`src/design/desa_pkg.sv`:
```
// Shared types, codes and constants of the double-ended stack allocator.
`default_nettype none

package desa_pkg;

    localparam int BUFFER_BYTES_DEF = 65536;
    localparam int LEN_W            = 17;
    localparam int OFF_W            = 16;
    localparam int DEPTH_W          = 8;

    localparam logic [DEPTH_W-1:0] MIN_DEPTH = 8'd2;

    typedef enum logic [2:0] {
        OP_ALLOC       = 3'd0,
        OP_FREE        = 3'd1,
        OP_GROW_KEEP   = 3'd2,
        OP_GROW_MOVE   = 3'd3,
        OP_SHRINK      = 3'd4,
        OP_ENTER_INNER = 3'd5,
        OP_ENTER_OUTER = 3'd6,
        OP_CLEAR_INNER = 3'd7
    } t_opcode;

    localparam logic [2:0] ST_OK         = 3'd0;
    localparam logic [2:0] ST_BOTH_USED  = 3'd1;
    localparam logic [2:0] ST_NO_SPACE   = 3'd2;
    localparam logic [2:0] ST_NO_MATCH   = 3'd3;
    localparam logic [2:0] ST_DEPTH_LOW  = 3'd4;

    typedef struct packed {
        logic [2:0]         opcode;
        logic [LEN_W-1:0]   size;
        logic [OFF_W-1:0]   address;
        logic               no_address;
        logic [DEPTH_W-1:0] depth;
    } t_in_word;

    typedef struct packed {
        logic [2:0]       status;
        logic [OFF_W-1:0] offset;
    } t_out_word;

    typedef struct packed {
        logic load;
        logic commit;
    } t_dp_cmd;

endpackage

`default_nettype wire

```
`src/design/desa_in_if.sv`:
```
// Request channel: valid, ready and one request word.
`default_nettype none

interface desa_in_if;
    logic                valid;
    logic                ready;
    desa_pkg::t_in_word  data;

    modport source (output valid, output data, input ready);
    modport sink   (input valid, input data, output ready);
endinterface

`default_nettype wire

```
`src/design/desa_out_if.sv`:
```
// Response channel: valid, ready and one response word.
`default_nettype none

interface desa_out_if;
    logic                valid;
    logic                ready;
    desa_pkg::t_out_word data;

    modport source (output valid, output data, input ready);
    modport sink   (input valid, input data, output ready);
endinterface

`default_nettype wire

```
`src/design/double_ended_stack_allocator.sv`:
```
// Top level of the double-ended stack allocator: sequencer plus datapath.
//
//   channel | dir | handshake         | word
//   --------+-----+-------------------+-------------------------------------------
//   i_in    | in  | valid/ready       | opcode, size, address, no_address, depth
//   o_out   | out | valid/ready       | status, offset
//
// Each request is first captured into the request register, then decoded
// against the region and block registers, which are updated in a single step.
// That execute step is the only path through the state, so at most one request
// is in flight; the next is captured while a response waits in the output
// register, and the execute step holds while that register is full and not taken.
// Synchronous active-low reset puts the outer region over the whole buffer,
// empties the inner region, clears out_valid and sets in_ready; no clearing pass.
`default_nettype none

module double_ended_stack_allocator #(
    parameter int BUFFER_BYTES = desa_pkg::BUFFER_BYTES_DEF
) (
    input  logic        i_clk,
    input  logic        i_rst_n,
    desa_in_if.sink     i_in,
    desa_out_if.source  o_out
);

    desa_pkg::t_dp_cmd cmd;
    logic              in_ready;
    logic              out_valid;

    // sequencer: capture, execute, hold response until taken
    desa_ctrl u_ctrl (
        .i_clk       (i_clk),
        .i_rst_n     (i_rst_n),
        .i_in_valid  (i_in.valid),
        .o_in_ready  (in_ready),
        .i_out_ready (o_out.ready),
        .o_out_valid (out_valid),
        .o_cmd       (cmd)
    );

    // datapath: allocator state and the response word
    desa_dp #(
        .BUFFER_BYTES (BUFFER_BYTES)
    ) u_dp (
        .i_clk      (i_clk),
        .i_rst_n    (i_rst_n),
        .i_cmd      (cmd),
        .i_in_word  (i_in.data),
        .o_out_word (o_out.data)
    );

    assign i_in.ready  = in_ready;
    assign o_out.valid = out_valid;

endmodule

`default_nettype wire

```
`src/design/desa_ctrl.sv`:
```
// Sequencer: request capture, execute step and response register handshake.
`default_nettype none

module desa_ctrl (
    input  logic              i_clk,
    input  logic              i_rst_n,
    input  logic              i_in_valid,
    output logic              o_in_ready,
    input  logic              i_out_ready,
    output logic              o_out_valid,
    output desa_pkg::t_dp_cmd o_cmd
);

    typedef enum logic [1:0] {
        S_IDLE = 2'b01,
        S_EXEC = 2'b10
    } t_state;

    t_state r_state, n_state;
    logic   r_out_valid, n_out_valid;
    logic   accept;
    logic   commit;

    assign o_in_ready  = (r_state == S_IDLE);
    assign accept      = i_in_valid && o_in_ready;
    // execute only when the response register is free or draining now
    assign commit      = (r_state == S_EXEC) && (!r_out_valid || i_out_ready);
    assign o_out_valid = r_out_valid;

    assign o_cmd.load   = accept;
    assign o_cmd.commit = commit;

    always_comb begin
        n_state = r_state;
        unique case (r_state)
            S_IDLE: begin
                if (accept) n_state = S_EXEC;
            end
            S_EXEC: begin
                if (commit) n_state = S_IDLE;
            end
        endcase
    end

    always_comb begin
        if (commit) begin
            n_out_valid = 1'b1;
        end else if (i_out_ready) begin
            n_out_valid = 1'b0;
        end else begin
            n_out_valid = r_out_valid;
        end
    end

    always_ff @(posedge i_clk) begin
        if (!i_rst_n) begin
            r_state     <= S_IDLE;
            r_out_valid <= 1'b0;
        end else begin
            r_state     <= n_state;
            r_out_valid <= n_out_valid;
        end
    end

endmodule

`default_nettype wire

```
`src/design/desa_dp.sv`:
```
// Datapath: region and block state, request decode and response register.
`default_nettype none

module desa_dp #(
    parameter int BUFFER_BYTES = desa_pkg::BUFFER_BYTES_DEF
) (
    input  logic                i_clk,
    input  logic                i_rst_n,
    input  desa_pkg::t_dp_cmd   i_cmd,
    input  desa_pkg::t_in_word  i_in_word,
    output desa_pkg::t_out_word o_out_word
);

    localparam int LW = desa_pkg::LEN_W;
    localparam logic [LW-1:0] BufInit = LW'(BUFFER_BYTES);

    desa_pkg::t_in_word  r_in;
    desa_pkg::t_out_word r_out;

    logic          r_use_inner, n_use_inner;
    logic [LW-1:0] r_base [2], n_base [2];
    logic [LW-1:0] r_total[2], n_total[2];
    logic [LW-1:0] r_left [2], n_left [2];
    logic          r_tpref[2], n_tpref[2];
    logic          r_used  [4], n_used  [4];
    logic          r_placed[4], n_placed[4];
    logic [LW-1:0] r_len   [4], n_len   [4];
    logic [LW-1:0] r_start [4], n_start [4];

    desa_pkg::t_opcode op;
    logic [LW-1:0]     size;
    logic [LW-1:0]     addr;
    logic [1:0]        hi, ti;

    // current region view
    logic [LW-1:0] base, total, left, hl, tl, hs, ts;
    logic          tpref, hu, tu, hp, tp;
    logic          hit_h, hit_t, hit_o0, hit_o1;
    logic signed [LW+1:0] room_sum;
    logic          room, left_ok, both_used, alloc_tail;
    logic [2:0]    alloc_status;
    logic [LW-1:0] alloc_start, left_sub, tl_grow, hl_new;
    logic [2:0]    status;
    logic [LW-1:0] off;
    logic          apply_alloc;

    assign op   = desa_pkg::t_opcode'(r_in.opcode);
    assign size = r_in.size;
    assign addr = {1'b0, r_in.address};
    assign hi   = {r_use_inner, 1'b0};
    assign ti   = {r_use_inner, 1'b1};

    assign base  = r_use_inner ? r_base[1]  : r_base[0];
    assign total = r_use_inner ? r_total[1] : r_total[0];
    assign left  = r_use_inner ? r_left[1]  : r_left[0];
    assign tpref = r_use_inner ? r_tpref[1] : r_tpref[0];
    assign hu    = r_use_inner ? r_used[2]   : r_used[0];
    assign tu    = r_use_inner ? r_used[3]   : r_used[1];
    assign hp    = r_use_inner ? r_placed[2] : r_placed[0];
    assign tp    = r_use_inner ? r_placed[3] : r_placed[1];
    assign hl    = r_use_inner ? r_len[2]    : r_len[0];
    assign tl    = r_use_inner ? r_len[3]    : r_len[1];
    assign hs    = r_use_inner ? r_start[2]  : r_start[0];
    assign ts    = r_use_inner ? r_start[3]  : r_start[1];

    assign hit_h  = hp && !r_in.no_address && (hs == addr);
    assign hit_t  = tp && !r_in.no_address && (ts == addr);
    assign hit_o0 = r_placed[0] && !r_in.no_address && (r_start[0] == addr);
    assign hit_o1 = r_placed[1] && !r_in.no_address && (r_start[1] == addr);

    // outer region must keep room for what the inner region still holds
    assign room_sum = $signed({2'b00, r_left[0]}) - $signed({2'b00, r_total[1]})
                    + $signed({2'b00, r_left[1]});
    assign room     = r_use_inner || (room_sum >= $signed({2'b00, size}));
    assign left_ok  = (left >= size);

    assign both_used    = hu && tu;
    assign alloc_tail   = tpref ? !tu : hu;
    assign alloc_start  = alloc_tail ? (base + total - size) : base;
    assign alloc_status = !room     ? desa_pkg::ST_NO_SPACE  :
                          both_used ? desa_pkg::ST_BOTH_USED :
                          !left_ok  ? desa_pkg::ST_NO_SPACE  : desa_pkg::ST_OK;

    assign left_sub = left - size;
    assign tl_grow  = tl + size;
    assign hl_new   = hl - size;

    always_comb begin
        n_use_inner = r_use_inner;
        n_base      = r_base;
        n_total     = r_total;
        n_left      = r_left;
        n_tpref     = r_tpref;
        n_used      = r_used;
        n_placed    = r_placed;
        n_len       = r_len;
        n_start     = r_start;
        status      = desa_pkg::ST_OK;
        off         = '0;
        apply_alloc = 1'b0;

        unique case (op)
            desa_pkg::OP_ALLOC: begin
                status      = alloc_status;
                apply_alloc = (alloc_status == desa_pkg::ST_OK);
            end
            desa_pkg::OP_FREE: begin
                priority if (hit_h && hu) begin
                    n_left[r_use_inner] = left + hl;
                    n_used[hi]          = 1'b0;
                end else if (hit_t && tu) begin
                    n_left[r_use_inner] = left + tl;
                    n_used[ti]          = 1'b0;
                end else begin
                    status = desa_pkg::ST_NO_MATCH;
                end
            end
            desa_pkg::OP_GROW_KEEP, desa_pkg::OP_GROW_MOVE: begin
                priority if (!left_ok || !room) begin
                    status = desa_pkg::ST_NO_SPACE;
                end else if (hit_h) begin
                    n_left[r_use_inner] = left_sub;
                    off                 = base + hl;
                    n_len[hi]           = hl + size;
                end else if (hit_t) begin
                    n_left[r_use_inner] = left_sub;
                    n_len[ti]           = tl_grow;
                    off                 = base + total - tl_grow;
                    if (op == desa_pkg::OP_GROW_MOVE) n_start[ti] = base + total - tl_grow;
                end else if (op == desa_pkg::OP_GROW_MOVE && r_in.no_address) begin
                    status      = alloc_status;
                    apply_alloc = (alloc_status == desa_pkg::ST_OK);
                end else begin
                    status = desa_pkg::ST_NO_MATCH;
                end
            end
            desa_pkg::OP_SHRINK: begin
                priority if (hit_h && hl >= size) begin
                    n_left[r_use_inner] = left + size;
                    n_len[hi]           = hl_new;
                    if (hl_new == '0) n_used[hi] = 1'b0;
                end else if (hit_t && tl >= size) begin
                    n_left[r_use_inner] = left + size;
                    n_len[ti]           = tl - size;
                end else begin
                    status = desa_pkg::ST_NO_MATCH;
                end
            end
            desa_pkg::OP_ENTER_INNER: begin
                if (r_in.depth < desa_pkg::MIN_DEPTH) begin
                    status = desa_pkg::ST_DEPTH_LOW;
                end else begin
                    for (int b = 2; b < 4; b++) begin
                        n_used[b]   = 1'b0;
                        n_placed[b] = 1'b0;
                        n_len[b]    = '0;
                        n_start[b]  = '0;
                    end
                    n_total[1]  = r_left[0];
                    n_left[1]   = r_left[0];
                    n_base[1]   = r_used[0] ? (r_base[0] + r_len[0]) : r_base[0];
                    // odd depth: tail when input is the outer head, even: the outer tail
                    n_tpref[1]  = r_in.depth[0] ? hit_o0 : hit_o1;
                    n_use_inner = 1'b1;
                end
            end
            desa_pkg::OP_ENTER_OUTER: begin
                if (r_in.depth < desa_pkg::MIN_DEPTH) begin
                    status = desa_pkg::ST_DEPTH_LOW;
                end else begin
                    n_use_inner = 1'b0;
                end
            end
            desa_pkg::OP_CLEAR_INNER: begin
                n_base[1]  = '0;
                n_total[1] = '0;
                n_left[1]  = '0;
                n_tpref[1] = 1'b0;
                for (int b = 2; b < 4; b++) begin
                    n_used[b]   = 1'b0;
                    n_placed[b] = 1'b0;
                    n_len[b]    = '0;
                    n_start[b]  = '0;
                end
            end
        endcase

        if (apply_alloc) begin
            n_left[r_use_inner] = left_sub;
            if (alloc_tail) begin
                n_used[ti]   = 1'b1;
                n_placed[ti] = 1'b1;
                n_len[ti]    = size;
                n_start[ti]  = alloc_start;
            end else begin
                n_used[hi]   = 1'b1;
                n_placed[hi] = 1'b1;
                n_len[hi]    = size;
                n_start[hi]  = alloc_start;
            end
            off = alloc_start;
        end
    end

    // payload registers: request capture and response word
    always_ff @(posedge i_clk) begin
        if (i_cmd.load) r_in <= i_in_word;
        if (i_cmd.commit) begin
            r_out.status <= status;
            r_out.offset <= off[desa_pkg::OFF_W-1:0];
        end
    end

    always_ff @(posedge i_clk) begin
        if (!i_rst_n) begin
            r_use_inner <= 1'b0;
            r_base[0]   <= '0;
            r_base[1]   <= '0;
            r_total[0]  <= BufInit;
            r_total[1]  <= '0;
            r_left[0]   <= BufInit;
            r_left[1]   <= '0;
            r_tpref[0]  <= 1'b0;
            r_tpref[1]  <= 1'b0;
            for (int b = 0; b < 4; b++) begin
                r_used[b]   <= 1'b0;
                r_placed[b] <= 1'b0;
                r_len[b]    <= '0;
                r_start[b]  <= '0;
            end
        end else if (i_cmd.commit) begin
            r_use_inner <= n_use_inner;
            r_base      <= n_base;
            r_total     <= n_total;
            r_left      <= n_left;
            r_tpref     <= n_tpref;
            r_used      <= n_used;
            r_placed    <= n_placed;
            r_len       <= n_len;
            r_start     <= n_start;
        end
    end

    assign o_out_word = r_out;

endmodule

`default_nettype wire
```
`src/flat_wrapper.sv`:
```
// flat-port wrapper written by rule: the top's interface ports become plain ports
module double_ended_stack_allocator_flat 
#(
    parameter int BUFFER_BYTES = desa_pkg::BUFFER_BYTES_DEF
)
  (i_clk, i_rst_n, i_in_valid, i_in_data, i_in_ready, o_out_valid, o_out_data, o_out_ready);
  desa_in_if i_in_i ();
  desa_out_if o_out_i ();
  input  logic i_clk;
  input  logic i_rst_n;
  input wire logic [$bits(i_in_i.valid)-1:0] i_in_valid;
  input wire logic [$bits(i_in_i.data)-1:0] i_in_data;
  output wire logic [$bits(i_in_i.ready)-1:0] i_in_ready;
  output wire logic [$bits(o_out_i.valid)-1:0] o_out_valid;
  output wire logic [$bits(o_out_i.data)-1:0] o_out_data;
  input wire logic [$bits(o_out_i.ready)-1:0] o_out_ready;
  assign i_in_i.valid = i_in_valid;
  assign i_in_i.data = i_in_data;
  assign i_in_ready = i_in_i.ready;
  assign o_out_valid = o_out_i.valid;
  assign o_out_data = o_out_i.data;
  assign o_out_i.ready = o_out_ready;
  double_ended_stack_allocator #(.BUFFER_BYTES(BUFFER_BYTES)) u_core (.i_clk(i_clk), .i_rst_n(i_rst_n), .i_in(i_in_i), .o_out(o_out_i));
endmodule
```
`config.mk`:
```
export PLATFORM = sky130hd
export DESIGN_NAME = double_ended_stack_allocator_flat
export DESIGN_NICKNAME = d
export VERILOG_FILES = /design/src/design/desa_pkg.sv /design/src/design/desa_in_if.sv /design/src/design/desa_out_if.sv /design/src/design/double_ended_stack_allocator.sv /design/src/design/desa_ctrl.sv /design/src/design/desa_dp.sv /design/src/flat_wrapper.sv
export SDC_FILE = /design/constraint.sdc
export NUM_CORES = 2
export LEC_CHECK = 0
export BUFFER_PORTS_ARGS = -buffer_cell sky130_fd_sc_hd__buf_2
export CORE_MARGIN = 3
export CORE_UTILIZATION = 31
export DETAILED_ROUTE_END_ITERATION = 10
export GPL_TIMING_DRIVEN = 0
export PLACE_DENSITY = 0.41
export SYNTH_ARGS = -nofsm -noshare
export SYNTH_HDL_FRONTEND = slang
export SYNTH_HIERARCHICAL = 1
export SYNTH_SLANG_ARGS = --single-unit
```
`constraint.sdc`:
```
create_clock -name i_clk -period 11.59 [get_ports i_clk]
set_clock_uncertainty 0.05 [all_clocks]
set_input_delay 1.159 -clock i_clk [delete_from_list [all_inputs] [get_ports i_clk]]
set_output_delay 1.159 -clock i_clk [all_outputs]
set_load 0.1 [all_outputs]
```
# Yosys cells after proc, flatten, opt, wreduce, memory -nomap -nowiden
# Cells that the tools add are included.
[word_totals] output_inout_bits=21 regBits=281 wordCells=243
[op_classes] n_mux=120 n_lt_le_gt_ge=11 n_addsub=14 eq_ne=17 reduce_logical=39 bitwise=11
[op_table] cell="68-bit two-way mux" count=13
[op_table] cell="68-bit bitwise mux" count=9
[op_table] cell="34-bit two-way mux" count=11
[op_table] cell="17-bit two-way mux" count=15
[op_table] cell="34-bit bitwise mux" count=5
[op_table] cell="34-bit case mux with 4 select lines" count=1
[op_table] cell="17-bit adder" count=6
[op_table] cell="34-bit case mux with 3 select lines" count=1
[op_table] cell="17-bit case mux with 5 select lines" count=1
[op_table] cell="17-bit subtractor" count=5
[op_table] cell="16-bit two-way mux" count=5
[op_table] cell="17-bit demux with 2-bit select" count=2
[op_table] cell="17-bit by 16-bit equality test with 1-bit output" count=4
[op_table] cell="17-bit case mux with 2 select lines" count=2
[op_table] cell="34-bit case mux with 2 select lines" count=1
[op_table] cell="17-bit >= comparator" count=3
[op_table] cell="17-bit case mux with 3 select lines" count=1
[op_table] cell="2-bit two-way mux" count=16
[op_table] cell="4-bit two-way mux" count=7
[op_table] cell="18-bit by 18-bit adder with 19-bit output" count=1
[op_table] cell="19-bit by 18-bit >= comparator with 1-bit output" count=1
[op_table] cell="1-bit logical AND" count=19
[op_table] cell="1-bit two-way mux" count=18
[op_table] cell="17-bit by 17-bit subtractor with 18-bit output" count=1
[op_table] cell="34 further kinds" count=64

# Logic depth before layout (Yosys ltp)
[depth] word_depth=14 depth_mapped=33 ltp_nobuf=32

# Hierarchy
# Netlist, hierarchy kept.
[modules_own_cells] mod="desa_dp" seq_area_each_um2=6206.0 area_per_inst_um2=27355.0 cells_per_inst=3514 n_inst=1
[modules_own_cells] mod="desa_ctrl" seq_area_each_um2=60.1 area_per_inst_um2=143.9 cells_per_inst=15 n_inst=1

# Least setup slack after synthesis
# OpenSTA, ideal clock, no wires.
[synth_timing] path_kind="flip-flop to flip-flop" from="reg u_core.u_dp.r_use_inner" to="reg u_core.u_dp.r_out (netlist bit u_core/u_dp/o_out_word[15]) (data pin)" period_less_slack_ps=6873 n_path_buf=9 stages_incl_launch_ff=32 path_slack_ps=4717 setup_ps=271 arrival_time_ps=6552 required_time_ps=11269 path_cell_list="dfxtp_1 buf_6 buf_6 buf_6 buf_2 buf_1 clkbuf_1 buf_1 clkbuf_1 clkbuf_1 mux2i_1 inv_1 ha_1 fa_1 nor2b_1 o21bai_1 a221oi_1 nor2_1 o21bai_1 a21oi_1 xnor2_1 ha_1 a21o_1 a21o_1 a21oi_1 o21ai_0 a211oi_1 o21bai_1 a21o_1 xor2_1 a221oi_1 o22ai_1"
[synth_via] elab_chain_len=12 elab_cells_between_ends=46
[synth_lines] item="start: declaration" line_no="desa_dp.sv:20" rtl="logic r_use_inner, n_use_inner;"
[synth_lines] item="start signal: assignment" line_no="desa_dp.sv:232" rtl="r_use_inner <= n_use_inner;"
[synth_lines] item="branches (longest 11 deep; another with 17-bit adder)"
[synth_lines] item="16-bit two-way mux (*)" line_no="desa_dp.sv:188" rtl="if (apply_alloc) begin"
[synth_lines] item="named net u_core.u_dp.off[15]" line_no="desa_dp.sv:44" rtl="logic [LW-1:0] off;"
[synth_lines] item="end: declaration" line_no="desa_dp.sv:18" rtl="desa_pkg::t_out_word r_out;"
# Mark *: on every way through the listed nets, which the timed path passes.
# A chain may end at the register's enable or synchronous reset.

# Worst setup path in the final report
[layout_timing] from="reg u_core.u_dp.r_use_inner" to="reg u_core/u_dp/r_start[37] (netlist name)"
[layout_via] elab_chain_len=14 elab_cells_between_ends=61
[layout_lines] item="branches (longest 13 deep; another with 17-bit adder)"
[layout_lines] item="68-bit two-way mux (*)" line_no="desa_dp.sv:188"
[layout_lines] item="end signal: assignment" line_no="desa_dp.sv:240" rtl="r_start <= n_start;"
[layout_lines] item="end: declaration" line_no="desa_dp.sv:28" rtl="logic [LW-1:0] r_start [4], n_start [4];"
# Every way passes the cells marked *.

==> results.txt <==
Routability cong.: 1.08
Peak supply drop: 0.000103 V
Hold WC Path Type: reg2reg
Final hold violations: 0
Max incr delay on CP: 0.92 ns
PD cells: 105 nW/µm²
Cell Rows: 108
Setup bufs post-CTS: 0
WP buf/inv: 14
Slew headroom: 0.00727
Max Clock Freq: 85.4 MHz
# fillers: 9,449
Crit Path Category: reg2reg
Yosys Warn Count: 6
Post-synthesis sequential area ratio: 0.228
Die area: 92,300 µm²
H-tree depth: 2
Largest delay share family, worst path: buffers and inverters
Synth async-reset ratio: 0
Final WL: 171,000 µm
Cells after DPL: 4,755
Slew Limit Fails: 0
Vias/cell: 6.21
Worst-Margin Slew: 1.48 ns
Area of the multi-input gates: 20,000 µm²
Fin crit period: 11.71 ns
Run status: complete, but fails checks
Num CTS Buffers: 39
RSZ-0062 raised after global routing: false
DIE WIDTH: 304 µm
Port Buffers: 69
Mapped Area: 27,500 µm²
FF/Latch Area: 6270 µm²
IO Count: 70
Crit-path max FO: 10
Vias in the first global route: 28,200
Sink Count: 281
Top FF cell, synth: dfxtp_1
Starting density of the core: 0.315
Synthesized flop and latch total: 281
Critical Path AT: 12.08 ns
Die Height: 304 µm
Commonest non-fill, non-tap cell in the layout: nor2_1
DRT iter0 DRCs: 3,818
Initial antenna violation count: 10
DRT Pass-1 Iters: 7
Tcrit/Tclk final: 1.01
Remaining DRCs: 0
Slowest-stage cell, CP: clkbuf_1
Syn avg cell area: 7.79 µm²
Most used cell, CP: clkbuf_1
Lkg Pwr: 11.7 nW
Max-Cap Viols: 1
Clock tree buffer depth: 3
Global-route wire length before repair: 232,000 µm
Post-DP HPWL: 135,000 µm
CTS Root Cell: clkbuf_16
Post-DR wirelength/cell: 35.4 µm
CP startpoint kind: flip-flop
Detail Route Antenna Nets: 0
Crit. End Element: flip-flop
Area grow syn2layout: 12.0%
Clk slew on worst S/H paths: 0.06 ns
Most frequent cells in the layout: 322 x nor2_1, 314 x a21oi_1, 272 x nand2_1
Fin nets: 3,950
Worst skew pair latency: 0.62 ns
Syn Inst Count: 3,529
Hold-fix buffers at CTS: 0
Non-Filler Instances: 4,828
Finish-stage setup viols: 10
Largest net degree at the start of global routing: 46
Post-synth EDFFs: 64
Failing checks: max-capacitance violations, negative setup slack
Layout Utilization: 0.353
Core Area: 87,300 µm²
Critical path required time: 11.96 ns
Remaining Overflow, GRT: 0
CTS tree: yes
Post-synth cell types: 100
Layout cells sized above 1: 0.0733
GRT Util Overall: 0.355
Syn_nets: 3,838
Fin worst setup slack: -0.119 ns
Vias: 30,000
-- where the power goes --
part	switching, mW	internal [mW]	total (mW)
Combinational	0.571	0.200	0.771
Sequential	0.0540	1.03	1.08
Clock	0.542	0.841	1.38
-- state kept, by name, indices dropped and copies added, names as in the netlist --
name	cells
u_core/u_dp/r_placed	4
u_core/u_dp/r_in	9
u_core/u_dp/r_use_inner	1
u_core/u_dp/r_total	17
u_core/u_ctrl/o_out_valid	1
u_core/u_dp/op	3
u_core/u_dp/r_left	34
u_core/u_dp/addr	16
u_core/u_ctrl/r_state	2
u_core/u_dp/r_base	17
u_core/u_dp/r_used	4
u_core/u_dp/o_out_word	19
u_core/u_dp/r_start	68
u_core/u_dp/size	17
u_core/u_dp/r_tpref	1
u_core/u_dp/r_len	68
-- path summary, 6_finish.rpt --
kind                                                end  depth (start not counted)  slack, ns                     from
worst min register to register  u_core/u_dp/r_placed[2]                          2       0.40  u_core/u_dp/r_placed[2]
worst max-delay path            u_core/u_dp/r_start[37]                         26      -0.12  u_core/u_dp/r_use_inner
worst max register to register  u_core/u_dp/r_start[37]                         26      -0.12  u_core/u_dp/r_use_inner
worst min-delay path            u_core/u_dp/r_placed[2]                          2       0.40  u_core/u_dp/r_placed[2]
-- repair_timing --
item / in CTS / in global routing
setup endpoints to repair: 9 / 3
gates resized for setup: 1 / 1
gates cloned: 0 / 0
-- metal layers --
layer / track usage / share of wire / up-vias
met1: 0.480 / 0.43 / 14600
met4: 0.218 / 0.074 / 8
met3: 0.0775 / 0.093 / 448
met5: 0 / 0.00027 / -
li1: - / - / 13300
met2: 0.514 / 0.41 / 1673
-- tightest hold or removal path: cells and delay by family (launching register included) --
kind | cells | cell delay, ns
buffers and inverters | 1 | 0.05
DFF | 1 | 0.29
AOI/OAI and AO/OA | 1 | 0.06
-- synth_stat cells (39+ instances only) --
cell	instances	area, µm²
nor2_1	322	1210
a21oi_1	314	1570
nand2_1	272	1020
o21ai_0	270	1350
ha_1	246	3080
dfxtp_1	217	4340
xnor2_1	181	1590
clkbuf_1	143	537
inv_1	133	499
nand3_1	124	621
xor2_1	84	736
nor3_1	76	380
a21o_1	68	510
a22oi_1	64	480
edfxtp_1	64	1920
o22ai_1	63	394
mux2i_1	58	581
and2_1	54	338
mux2_2	53	597
a31oi_1	46	288
nand2b_1	40	250
a211oi_1	39	293
-- cells by family (layout without fill, tap and decap cells) --
logic type,count (synthesis),count (layout),share of synthesized area
compound gates,1220,1220,0.291
simple gates,1069,1069,0.185
buf+inv,322,465,0.0464
flops,281,281,0.228
xor+xnor,266,266,0.0852
fa+ha+maj,260,260,0.122
mux,111,111,0.0428
other cells,0,1,0
-- cell type report --
class / count / share of cell area
Antenna cell: 1 / 0.0000813
Buffer: 187 / 0.0250
Clock buffer: 49 / 0.0359
Clock inverter: 23 / 0.0113
Inverter: 135 / 0.0165
Multi-Input combinational cell: 2926 / 0.649
Sequential cell: 281 / 0.203
Tap cell: 1155 / 0.0469
Timing Repair Buffer: 71 / 0.0117
-- metrics by stage --
stage	area (µm²)	power (mW)	setup slack [ns]	TNS (ns)	hold slack, ns
floorplan	27500	1.51	4.72	0	0.369
global placement	29300	1.85	-0.888	-27.19	0.382
detailed placement	29300	1.84	-0.0307	-0.0852	0.390
CTS	30800	3.24	0.113	0	0.404
global route	30800	3.33	0.00240	0	0.421
finish	30800	3.23	-0.119	-0.716	0.404
Power figures use the tool's default switching activity.
